$ cat config.mk
export PLATFORM = sky130hd
export DESIGN_NAME = motor_run_timer_battery_monitor_unit
export DESIGN_NICKNAME = d
export VERILOG_FILES = /design/src/hdl/mrtbm_pkg.sv /design/src/hdl/motor_run_timer_battery_monitor_unit.sv
export SDC_FILE = /design/constraint.sdc
export NUM_CORES = 1
export LEC_CHECK = 0
export ABC_AREA = 1
export BUFFER_PORTS_ARGS = -buffer_cell sky130_fd_sc_hd__buf_4
export CAP_MARGIN = 30
export CORE_ASPECT_RATIO = 1.2
export CORE_MARGIN = 2
export CORE_UTILIZATION = 30
export DETAILED_ROUTE_END_ITERATION = 8
export HOLD_SLACK_MARGIN = 0.1
export SYNTH_ARGS = -nofsm -noshare
export SYNTH_HDL_FRONTEND = slang
export SYNTH_SLANG_ARGS = --single-unit
$ cat constraint.sdc
create_clock -name aclk -period 9.3 [get_ports aclk]
set_input_delay 0.93 -clock aclk [delete_from_list [all_inputs] [get_ports aclk]]
set_output_delay 0.93 -clock aclk [all_outputs]
set_load 0.03 [all_outputs]
$ cat src/hdl/mrtbm_pkg.sv
// Shared types and constants for the motor run timer and battery monitor.
// No dependencies.
package mrtbm_pkg;

    localparam int TickW     = 32;
    localparam int RunTimeW  = 24;
    localparam int IntervalW = 16;
    localparam int LevelW    = 8;
    localparam int CountW    = 4;
    localparam int CfgIdxW   = 3;
    localparam int CfgDataW  = 24;

    localparam logic [RunTimeW-1:0]  RunTimeRst    = 24'd120000;
    localparam logic [IntervalW-1:0] CheckIvlRst   = 16'd1000;
    localparam logic [IntervalW-1:0] BlinkIvlRst   = 16'd500;
    localparam logic [LevelW-1:0]    LowThreshRst  = 8'd215;
    localparam logic [LevelW-1:0]    CutThreshRst  = 8'd205;
    localparam logic [CountW-1:0]    CutLimitRst   = 4'd10;
    localparam logic [CountW-1:0]    CountMax      = 4'd15;

    typedef enum logic [CfgIdxW-1:0] {
        CFG_RUN_TIME       = 3'd0,
        CFG_CHECK_INTERVAL = 3'd1,
        CFG_BLINK_INTERVAL = 3'd2,
        CFG_LOW_THRESHOLD  = 3'd3,
        CFG_CUT_THRESHOLD  = 3'd4,
        CFG_CUT_LIMIT      = 3'd5
    } cfg_idx_t;

    typedef enum logic [1:0] {
        CHG_OK     = 2'd0,
        CHG_LOW    = 2'd1,
        CHG_CUTOFF = 2'd2
    } charge_state_t;

endpackage

$ cat src/hdl/motor_run_timer_battery_monitor_unit.sv
// Motor run timer with battery monitor, top level.
// The result of an accepted item is on the m_ channel from the cycle after its acceptance.
// Throughput: one item per cycle while m_ready keeps the result register free; the tick
// update is one pass of compare and increment logic into the state and result registers.
// Reset (aresetn, synchronous, active low) restores the default settings,
// resets the tick state, leaves the motor idle and empties the result register.
// Depends on mrtbm_pkg.
module motor_run_timer_battery_monitor_unit (
    input  logic                             aclk,
    input  logic                             aresetn,
    // configuration write port
    input  logic                             cfg_wr_en,
    input  logic [mrtbm_pkg::CfgIdxW-1:0]    cfg_addr,
    input  logic [mrtbm_pkg::CfgDataW-1:0]   cfg_wr_data,
    // tick items in
    input  logic                             s_valid,
    output logic                             s_ready,
    input  logic                             s_button_level,
    input  logic [mrtbm_pkg::LevelW-1:0]     s_battery_level,
    // result items out
    output logic                             m_valid,
    input  logic                             m_ready,
    output logic                             m_motor_on,
    output logic                             m_start_led_pin,
    output logic                             m_battery_led_pin,
    output logic [1:0]                       m_battery_status,
    output logic                             m_halted
);
    import mrtbm_pkg::*;

    // settings
    logic [RunTimeW-1:0]  run_time_reg;
    logic [IntervalW-1:0] check_ivl_reg;
    logic [IntervalW-1:0] blink_ivl_reg;
    logic [LevelW-1:0]    low_thresh_reg;
    logic [LevelW-1:0]    cut_thresh_reg;
    logic [CountW-1:0]    cut_limit_reg;

    // tick state
    logic [TickW-1:0]  tick_count_reg,  tick_count_next;
    logic [TickW-1:0]  run_start_reg,   run_start_next;
    logic [TickW-1:0]  blink_tick_reg,  blink_tick_next;
    logic [TickW-1:0]  check_tick_reg,  check_tick_next;
    logic              running_reg,     running_next;
    logic              last_button_reg, last_button_next;
    charge_state_t     charge_reg,      charge_next;
    logic [CountW-1:0] cut_count_reg,   cut_count_next;
    logic              go_lamp_reg,     go_lamp_next;
    logic              bat_lamp_reg,    bat_lamp_next;
    logic              shut_down_reg,   shut_down_next;

    // result register
    logic              m_valid_reg;
    logic              motor_on_reg;
    logic              start_pin_reg;
    logic              batt_pin_reg;
    charge_state_t     status_reg;
    logic              halted_reg;

    logic              accept;
    logic [TickW-1:0]  run_elapsed;
    logic [TickW-1:0]  blink_elapsed;
    logic [TickW-1:0]  check_elapsed;

    // The result register parts the two sides: take a new item whenever the
    // slot is empty or its item leaves in this same cycle.
    assign s_ready = !m_valid_reg || m_ready;
    assign accept  = s_valid && s_ready;

    // One tick, in the order: count, button edge, run timeout, blink, battery check.
    always_comb begin
        tick_count_next  = tick_count_reg;
        run_start_next   = run_start_reg;
        blink_tick_next  = blink_tick_reg;
        check_tick_next  = check_tick_reg;
        running_next     = running_reg;
        last_button_next = last_button_reg;
        charge_next      = charge_reg;
        cut_count_next   = cut_count_reg;
        go_lamp_next     = go_lamp_reg;
        bat_lamp_next    = bat_lamp_reg;
        shut_down_next   = shut_down_reg;
        run_elapsed      = '0;
        blink_elapsed    = '0;
        check_elapsed    = '0;

        if (!shut_down_reg) begin
            tick_count_next  = tick_count_reg + TickW'(1);

            // a falling edge of the button toggles the motor
            if (!s_button_level && last_button_reg) begin
                if (!running_reg) begin
                    run_start_next = tick_count_next;
                    go_lamp_next   = 1'b1;
                    running_next   = 1'b1;
                end else begin
                    running_next   = 1'b0;
                    go_lamp_next   = 1'b0;
                end
            end
            last_button_next = s_button_level;

            // time out a run that has gone on too long; elapsed times wrap
            run_elapsed = tick_count_next - run_start_next;
            if (running_next && (run_elapsed > TickW'(run_time_reg))) begin
                running_next   = 1'b0;
                go_lamp_next   = 1'b0;
            end

            // blink on the battery state held from the previous tick
            blink_elapsed = tick_count_next - blink_tick_reg;
            if ((charge_reg == CHG_LOW) &&
                (blink_elapsed > TickW'(blink_ivl_reg))) begin
                blink_tick_next = tick_count_next;
                bat_lamp_next   = !bat_lamp_reg;
            end

            // periodic battery check; low never clears, cutoff readings saturate
            check_elapsed = tick_count_next - check_tick_reg;
            if (check_elapsed > TickW'(check_ivl_reg)) begin
                check_tick_next = tick_count_next;
                if (s_battery_level < low_thresh_reg) begin
                    charge_next = CHG_LOW;
                end
                if (s_battery_level < cut_thresh_reg) begin
                    if (cut_count_reg != CountMax) begin
                        cut_count_next = cut_count_reg + CountW'(1);
                    end
                    // latch shutdown: motor off, start LED pin high, battery LED pin low
                    if (cut_count_next > cut_limit_reg) begin
                        charge_next     = CHG_CUTOFF;
                        running_next    = 1'b0;
                        go_lamp_next    = 1'b1;
                        bat_lamp_next   = 1'b0;
                        shut_down_next  = 1'b1;
                    end
                end
            end
        end
    end

    always_ff @(posedge aclk) begin
        if (!aresetn) begin
            run_time_reg    <= RunTimeRst;
            check_ivl_reg   <= CheckIvlRst;
            blink_ivl_reg   <= BlinkIvlRst;
            low_thresh_reg  <= LowThreshRst;
            cut_thresh_reg  <= CutThreshRst;
            cut_limit_reg   <= CutLimitRst;
            tick_count_reg  <= '0;
            run_start_reg   <= '0;
            blink_tick_reg  <= '0;
            check_tick_reg  <= '0;
            running_reg     <= 1'b0;
            last_button_reg <= 1'b1;
            charge_reg      <= CHG_OK;
            cut_count_reg   <= '0;
            go_lamp_reg     <= 1'b0;
            bat_lamp_reg    <= 1'b1;
            shut_down_reg   <= 1'b0;
            m_valid_reg     <= 1'b0;
        end else begin
            // settings writes; an index beyond the list is dropped
            if (cfg_wr_en) begin
                case (cfg_addr)
                    CFG_RUN_TIME:       run_time_reg   <= cfg_wr_data[RunTimeW-1:0];
                    CFG_CHECK_INTERVAL: check_ivl_reg  <= cfg_wr_data[IntervalW-1:0];
                    CFG_BLINK_INTERVAL: blink_ivl_reg  <= cfg_wr_data[IntervalW-1:0];
                    CFG_LOW_THRESHOLD:  low_thresh_reg <= cfg_wr_data[LevelW-1:0];
                    CFG_CUT_THRESHOLD:  cut_thresh_reg <= cfg_wr_data[LevelW-1:0];
                    CFG_CUT_LIMIT:      cut_limit_reg  <= cfg_wr_data[CountW-1:0];
                    default: ;
                endcase
            end

            // advance the tick state on each accepted item
            if (accept) begin
                tick_count_reg  <= tick_count_next;
                run_start_reg   <= run_start_next;
                blink_tick_reg  <= blink_tick_next;
                check_tick_reg  <= check_tick_next;
                running_reg     <= running_next;
                last_button_reg <= last_button_next;
                charge_reg      <= charge_next;
                cut_count_reg   <= cut_count_next;
                go_lamp_reg     <= go_lamp_next;
                bat_lamp_reg    <= bat_lamp_next;
                shut_down_reg   <= shut_down_next;
            end

            // hold the result until taken; refill on accept
            if (accept) begin
                m_valid_reg <= 1'b1;
            end else if (m_ready) begin
                m_valid_reg <= 1'b0;
            end
        end
    end

    // result payload, loaded with the post-tick state
    always_ff @(posedge aclk) begin
        if (accept) begin
            motor_on_reg  <= running_next;
            start_pin_reg <= go_lamp_next;
            batt_pin_reg  <= bat_lamp_next;
            status_reg    <= charge_next;
            halted_reg    <= shut_down_next;
        end
    end

    assign m_valid           = m_valid_reg;
    assign m_motor_on        = motor_on_reg;
    assign m_start_led_pin   = start_pin_reg;
    assign m_battery_led_pin = batt_pin_reg;
    assign m_battery_status  = status_reg;
    assign m_halted          = halted_reg;

endmodule
Word-level counts from Yosys, hierarchy flattened
Index checks and enable logic that the tools add are counted.
Widths: inputs -> output; s select.

cells by class
  $add $sub $neg = 5
  $lt $le $gt $ge = 6
  equality and inequality tests = 7
  muxes and demuxes = 37
  reductions and logical operators = 20
  bitwise logic cells = 1

operator list
  operator               count
  $mux 32                3
  $sub 32x32->32         3
  $gt 32x16->1           2
  $add 32x1->32 const B  1
  $gt 32x24->1           1
  $mux 1                 25
  $lt 8x8->1             2
  $mux 4                 4
  $reduce_and 2->1       7
  $mux 2                 5
  $eq 3x2->1 const B     2
  $eq 3x3->1 const B     2
  $reduce_and 3->1       2
  $add 4x1->4 const B    1
  $gt 4x4->1             1
  $logic_and 1x1->1      4
  $ne 4x4->1 const B     1
  $reduce_and 4->1       1
  $eq 3x1->1 const B     1
  $logic_not 1->1        3
  $logic_not 3->1        1
  $eq 2x1->1 const B     1
  $reduce_bool 2->1      1
  $logic_or 1x1->1       1
  $not 1->1              1

word-level totals
  input bits = 41
  word-level logic and storage cells = 99
  register bits after elaboration = 222

Longest topological paths before layout
  depth in word-level cells = 12
  mapped depth = 44
  depth with buffers taken out = 42

Worst setup path after synthesis
OpenSTA, ideal clock, no wires.

  path type = input port to flip-flop
  start point = in s_button_level
  end point = reg running_reg
  path slack = 3.923 ns
  required time = 9.230 ns
  setup time = 0.070 ns
  cell stages on the path = 37
  data arrival time = 5.307 ns
  path through = nor2_1 > nand2_1 > clkbuf_1 > clkbuf_1 > inv_1 > clkbuf_1 > clkbuf_1 > nand2_1 > o21ai_0 > ha_1 > a21oi_1 > nand2_1 > nand2_1 > o211ai_1 > nand4_1 > nand2_1 > nand2_1 > nand2_1 > nand2_1 > nand2_1 > a21oi_1 > o21ai_0 > xor2_1 > ha_1 > nand2_1 > nor2_1 > a2111oi_0 > nand2_1 > nand2_1 > nand2_1 > nor2_1 > nand2_1 > nor2_1 > nand2_1 > nor2_1 > nand4_1 > a21oi_1

between the ends
  word-level cells in the longest chain between the ends = 12

RTL lines
  element               RTL line                                     text
  from (decl)           motor_run_timer_battery_monitor_unit.sv:18   input logic s_button_level,
  $logic_not 1->1 *     motor_run_timer_battery_monitor_unit.sv:91   if (!s_button_level && last_button_reg) begin
  $logic_and 1x1->1 *   motor_run_timer_battery_monitor_unit.sv:91
  $mux 32               motor_run_timer_battery_monitor_unit.sv:91
  $mux 32               motor_run_timer_battery_monitor_unit.sv:87   if (!shut_down_reg) begin
  $sub 32x32->32        motor_run_timer_battery_monitor_unit.sv:104  run_elapsed = tick_count_next - run_start_next;
  $gt 32x24->1          motor_run_timer_battery_monitor_unit.sv:105  if (running_next && (run_elapsed > TickW'(run_time_reg))) begin
  $logic_and 1x1->1     motor_run_timer_battery_monitor_unit.sv:105
  $mux 1 *              motor_run_timer_battery_monitor_unit.sv:105
  $mux 1                motor_run_timer_battery_monitor_unit.sv:130  if (cut_count_next > cut_limit_reg) begin
  $mux 1                motor_run_timer_battery_monitor_unit.sv:125  if (s_battery_level < cut_thresh_reg) begin
  $mux 1 *              motor_run_timer_battery_monitor_unit.sv:120  if (check_elapsed > TickW'(check_ivl_reg)) begin
  $mux 1 *              motor_run_timer_battery_monitor_unit.sv:87
  to (signal assigned)  motor_run_timer_battery_monitor_unit.sv:182  running_reg <= running_next;
  to (decl)             motor_run_timer_battery_monitor_unit.sv:44   logic running_reg, running_next;

Every way passes the cells marked *; elsewhere a longest branch is shown, timed or not. The select of a mux whose other input is x is not followed.
A chain may end at the register's enable or synchronous reset.

Worst setup path after layout
  start point = reg tick_count_reg[0]
  end point = reg running_reg

between the ends
  word-level cells in the longest chain between the ends = 12

RTL lines
  element                 RTL line                                     text
  from (decl)             motor_run_timer_battery_monitor_unit.sv:40   logic [TickW-1:0] tick_count_reg, tick_count_next;
  from (signal assigned)  motor_run_timer_battery_monitor_unit.sv:178  tick_count_reg <= tick_count_next;
  $add 32x1->32 *         motor_run_timer_battery_monitor_unit.sv:88   tick_count_next = tick_count_reg + TickW'(1);
  $mux 32                 motor_run_timer_battery_monitor_unit.sv:92   if (!running_reg) begin
  $mux 32                 motor_run_timer_battery_monitor_unit.sv:91
  $mux 32                 motor_run_timer_battery_monitor_unit.sv:87
  $sub 32x32->32          motor_run_timer_battery_monitor_unit.sv:104
  $gt 32x24->1            motor_run_timer_battery_monitor_unit.sv:105
  $logic_and 1x1->1       motor_run_timer_battery_monitor_unit.sv:105
  $mux 1                  motor_run_timer_battery_monitor_unit.sv:105
  $mux 1                  motor_run_timer_battery_monitor_unit.sv:130
  $mux 1                  motor_run_timer_battery_monitor_unit.sv:125
  $mux 1 *                motor_run_timer_battery_monitor_unit.sv:120
  $mux 1 *                motor_run_timer_battery_monitor_unit.sv:87

Marked as above.

==> summary.md <==
| Metric | Value |
|---|---|
| Pint | `approximately 2.2 mW` |
| Worst Hold Depth | `2` |
| Clock power frac | `0.313` |
| Cells after Synth | `2619` |
| Comb power frac | `0.393` |
| Starting Density | `0.302` |
| H-Tree Depth | `1` |
| Hold Path End | `check_tick_reg[3]` |
| Sw Pwr | `1.39 mW` |
| Worst vdd ir | `0.000146 V` |
| Period utilization | `0.741` |
| Status | `completed` |
| Area grow syn2layout | `11.5%` |
| First-pass GRT wire length | `83500 microns` |
| Placeable Area | `0.0568 sq mm` |
| IO buf count | `48` |
| Minimum clock period | `6890 ps` |
| Area leader, netlist | `dfxtp_1` |
| Initial antenna violation count | `0` |
| Critical path's top delay family | `simple AND/OR/NAND/NOR gates` |
| CP peak stage delay | `approximately 620 ps` |
| CP startpoint kind | `flop` |
| Routed len/inst | `15.5 microns` |
| Largest net degree at the start of global routing | `approximately 100` |
| Yosys top cell area share | `0.252` |
| Starting DRT DRC Count | `1032` |
| Vias in the first global route | `approximately 16k` |
| Vias | `about 17k` |
| CTS tree | `yes` |
| PostCTS Resize Cnt | `0` |
| Total routed wirelength | `52500 microns` |
| Average cell area after synthesis | `6.55 sq um` |
| Sw Share | `0.391` |
| CP Buf/Inv Count | `2` |
| Fin Clk Skew | `31.3 ps` |
| Worst Reg-to-Reg Cells | `36` |
| YS warnings | `0` |
| DRC viols | `0` |
| Clock Sinks | `~220` |
| Final Hold Vio Count | `0` |
| Worst reg2reg startpoint | `tick_count_reg[0]` |
| PD cells | `186 mW/mm^2` |
| Grt ovf | `0` |
| Ys flop type | `dfxtp_1` |
| R2r endpoint | `running_reg` |
| Top cells by area, synth | `dfxtp_1 25%, nand2_1 12%, ha_1 11%` |
| Leak Pwr | `9.30 nW` |
| Final setup TNS | `0 ps` |
| # fillers | `roughly 6.2k` |
| GPL Wtd Cong | `~0.94` |
| Clock Tree Root | `clkbuf_16` |
| Mapped Nets | `2819` |
| Critical hold path startpoint | `check_tick_reg[3]` |
| Setup crit end kind | `flop` |
| Post-CTS setup buffers | `0` |
| Max Slew Vio Count | `0` |
| Unique masters post-synth | `56` |
| Antenna Cells | `0` |
| Hold-fix buffers, CTS | `0` |
| ANT nets after route | `0` |
| Vias per cell | `4.95` |
| Ports | `49` |
| Post-synth EDFFs | `6` |
| CP most frequent cell | `nand2_1` |
| Worst path required time | `9800 ps` |
| Rel. slew slack | `0.341` |
| Clk buf depth | `3` |
| Post-Synthesis Cell Area | `0.0172 sq mm` |
| Total clock buffers created by CTS | `25` |
| Hold WC Path Type | `reg -> reg` |
| Die footprint | `0.0591 sq mm` |
| Critical Path Slowest Stage Cell | `xor2_1` |
| Setup CP Type | `reg -> reg` |
| Die Y | `roughly 270 microns` |
| Total power | `3.55 mW` |
| Final setup fails | `0` |
| Nets | `roughly 2.8k` |
| Register area share after synthesis | `0.262` |
| Row count | `96` |
| Worst path arrival time | `roughly 7400 ps` |
| Worst-path clk slew | `70 ps` |
| Worst-Skew Late Latency | `570 ps` |
| WP depth | `36` |
| R2R setup slack | `about 2400 ps` |
| Pre-Repair DR Iteration Count | `6` |
| Flops & latches, synth | `222` |
| Worst-margin pin slew | `988 ps` |
| Die width | `222 microns` |
| RSZ-0062 raised after global routing | `false` |
| Dpl hpwl | `41700 microns` |
| FFs w/ async S/R, synth | `0` |
| Share of layout cells above drive strength 1 | `0.0712` |
| Maximum net fanout on the critical path | `7` |
| Reg power frac | `0.294` |
| Max_cap viols | `0` |
| Max Clock Freq | `0.145 GHz` |
| Total Routing Usage GR | `0.175` |
## cells by family after synthesis
| logic type | after synthesis | share of synthesized area |
|---|---|---|
| and+or+nand+nor | 1006 | 0.260 |
| AOI/OAI and AO/OA | 635 | 0.204 |
| buffers and inverters | 521 | 0.117 |
| DFF | 222 | 0.262 |
| adders and majority gates | 159 | 0.117 |
| xor gates and xnor gates | 75 | 0.0383 |
| muxes | 1 | 0.000583 |
## placed cells by master, fill, tap and decap left out, types with 4 or more instances in the layout
cell type	n
o21ai_1	52
o21bai_1	12
nand2_1	545
nor2_4	9
nor2_1	166
a21oi_2	16
a21o_1	4
nor4_1	6
nor2_2	9
a221oi_1	4
buf_4	58
xnor2_1	21
xor2_1	54
nand4_1	65
a21oi_1	275
nand3_1	122
a211oi_1	4
inv_2	11
nor3_1	37
clkbuf_8	5
o21ai_0	198
o21a_1	8
a21boi_0	5
bufinv_16	5
nand3_2	7
dfxtp_1	216
nand2_2	17
inv_1	440
nand2_4	5
ha_1	156
o211ai_1	44
clkbuf_16	25
edfxtp_1	6
## worst min-delay path: stages (launching register included)
cell and delay (ps):
dfxtp_1 300, inv_1 60, a21oi_1 60
## area by class of cell
type,instances,area (sq um),share of cell area
inverters,452,1700,0.0886
well taps,735,920,0.0480
repair buffers,58,435,0.0227
flip-flops and latches,222,4500,0.235
clock buffers,32,702,0.0367
multi-input cells,1876,10700,0.557
clock inverters,14,225,0.0118
## power groups by stage
stage                     logic, mW  clock network (mW)  registers [mW]
final                          1.40                1.11            1.04
after global placement         1.38                   0            1.06
after detailed placement       1.38                   0            1.06
after floorplan                1.01                   0            1.06
after CTS                      1.39                1.14            1.04
after global routing           1.58                1.18            1.05
## layer usage
metal,track usage,part of all wire
met2,0.323,0.49
met3,0.0112,0.030
met4,0.0660,0.034
met5,0,0
met1,0.212,0.44
## cell usage after synthesis, types with 21 or more instances
| cell | n |
|---|---|
| xor2_1 | 54 |
| o21ai_1 | 52 |
| nand3_1 | 122 |
| nand4_1 | 65 |
| o21ai_0 | 198 |
| clkbuf_1 | 55 |
| a21oi_1 | 275 |
| inv_1 | 440 |
| xnor2_1 | 21 |
| nor3_1 | 37 |
| nand2_1 | 545 |
| nor2_1 | 167 |
| o211ai_1 | 44 |
| ha_1 | 156 |
| dfxtp_1 | 216 |
## how the worst max path moves through the flow
stage                 startpoint     endpoint  slack, ps
2_1_floorplan     s_button_level  running_reg       3920
4_1_cts        tick_count_reg[0]  running_reg       2420
5_1_grt        tick_count_reg[0]  running_reg       1780
6_report       tick_count_reg[0]  running_reg       2410
3_5_place_dp      s_button_level  running_reg       2400
3_3_place_gp      s_button_level  running_reg       2420
## through the flow
stage	utilization	setup WS, ps	hold WS, ps	cell area [sq um]	instances
finish	0.337	2410	461	19100	3389
global route	0.337	1780	474	19100	3389
CTS	0.337	2420	463	19100	3389
detailed placement	0.321	2400	453	18200	3343
global placement	0.321	2420	449	18200	3343
floorplan	-	3920	433	17200	2619
Note: power is estimated with default switching activity, not from simulation.
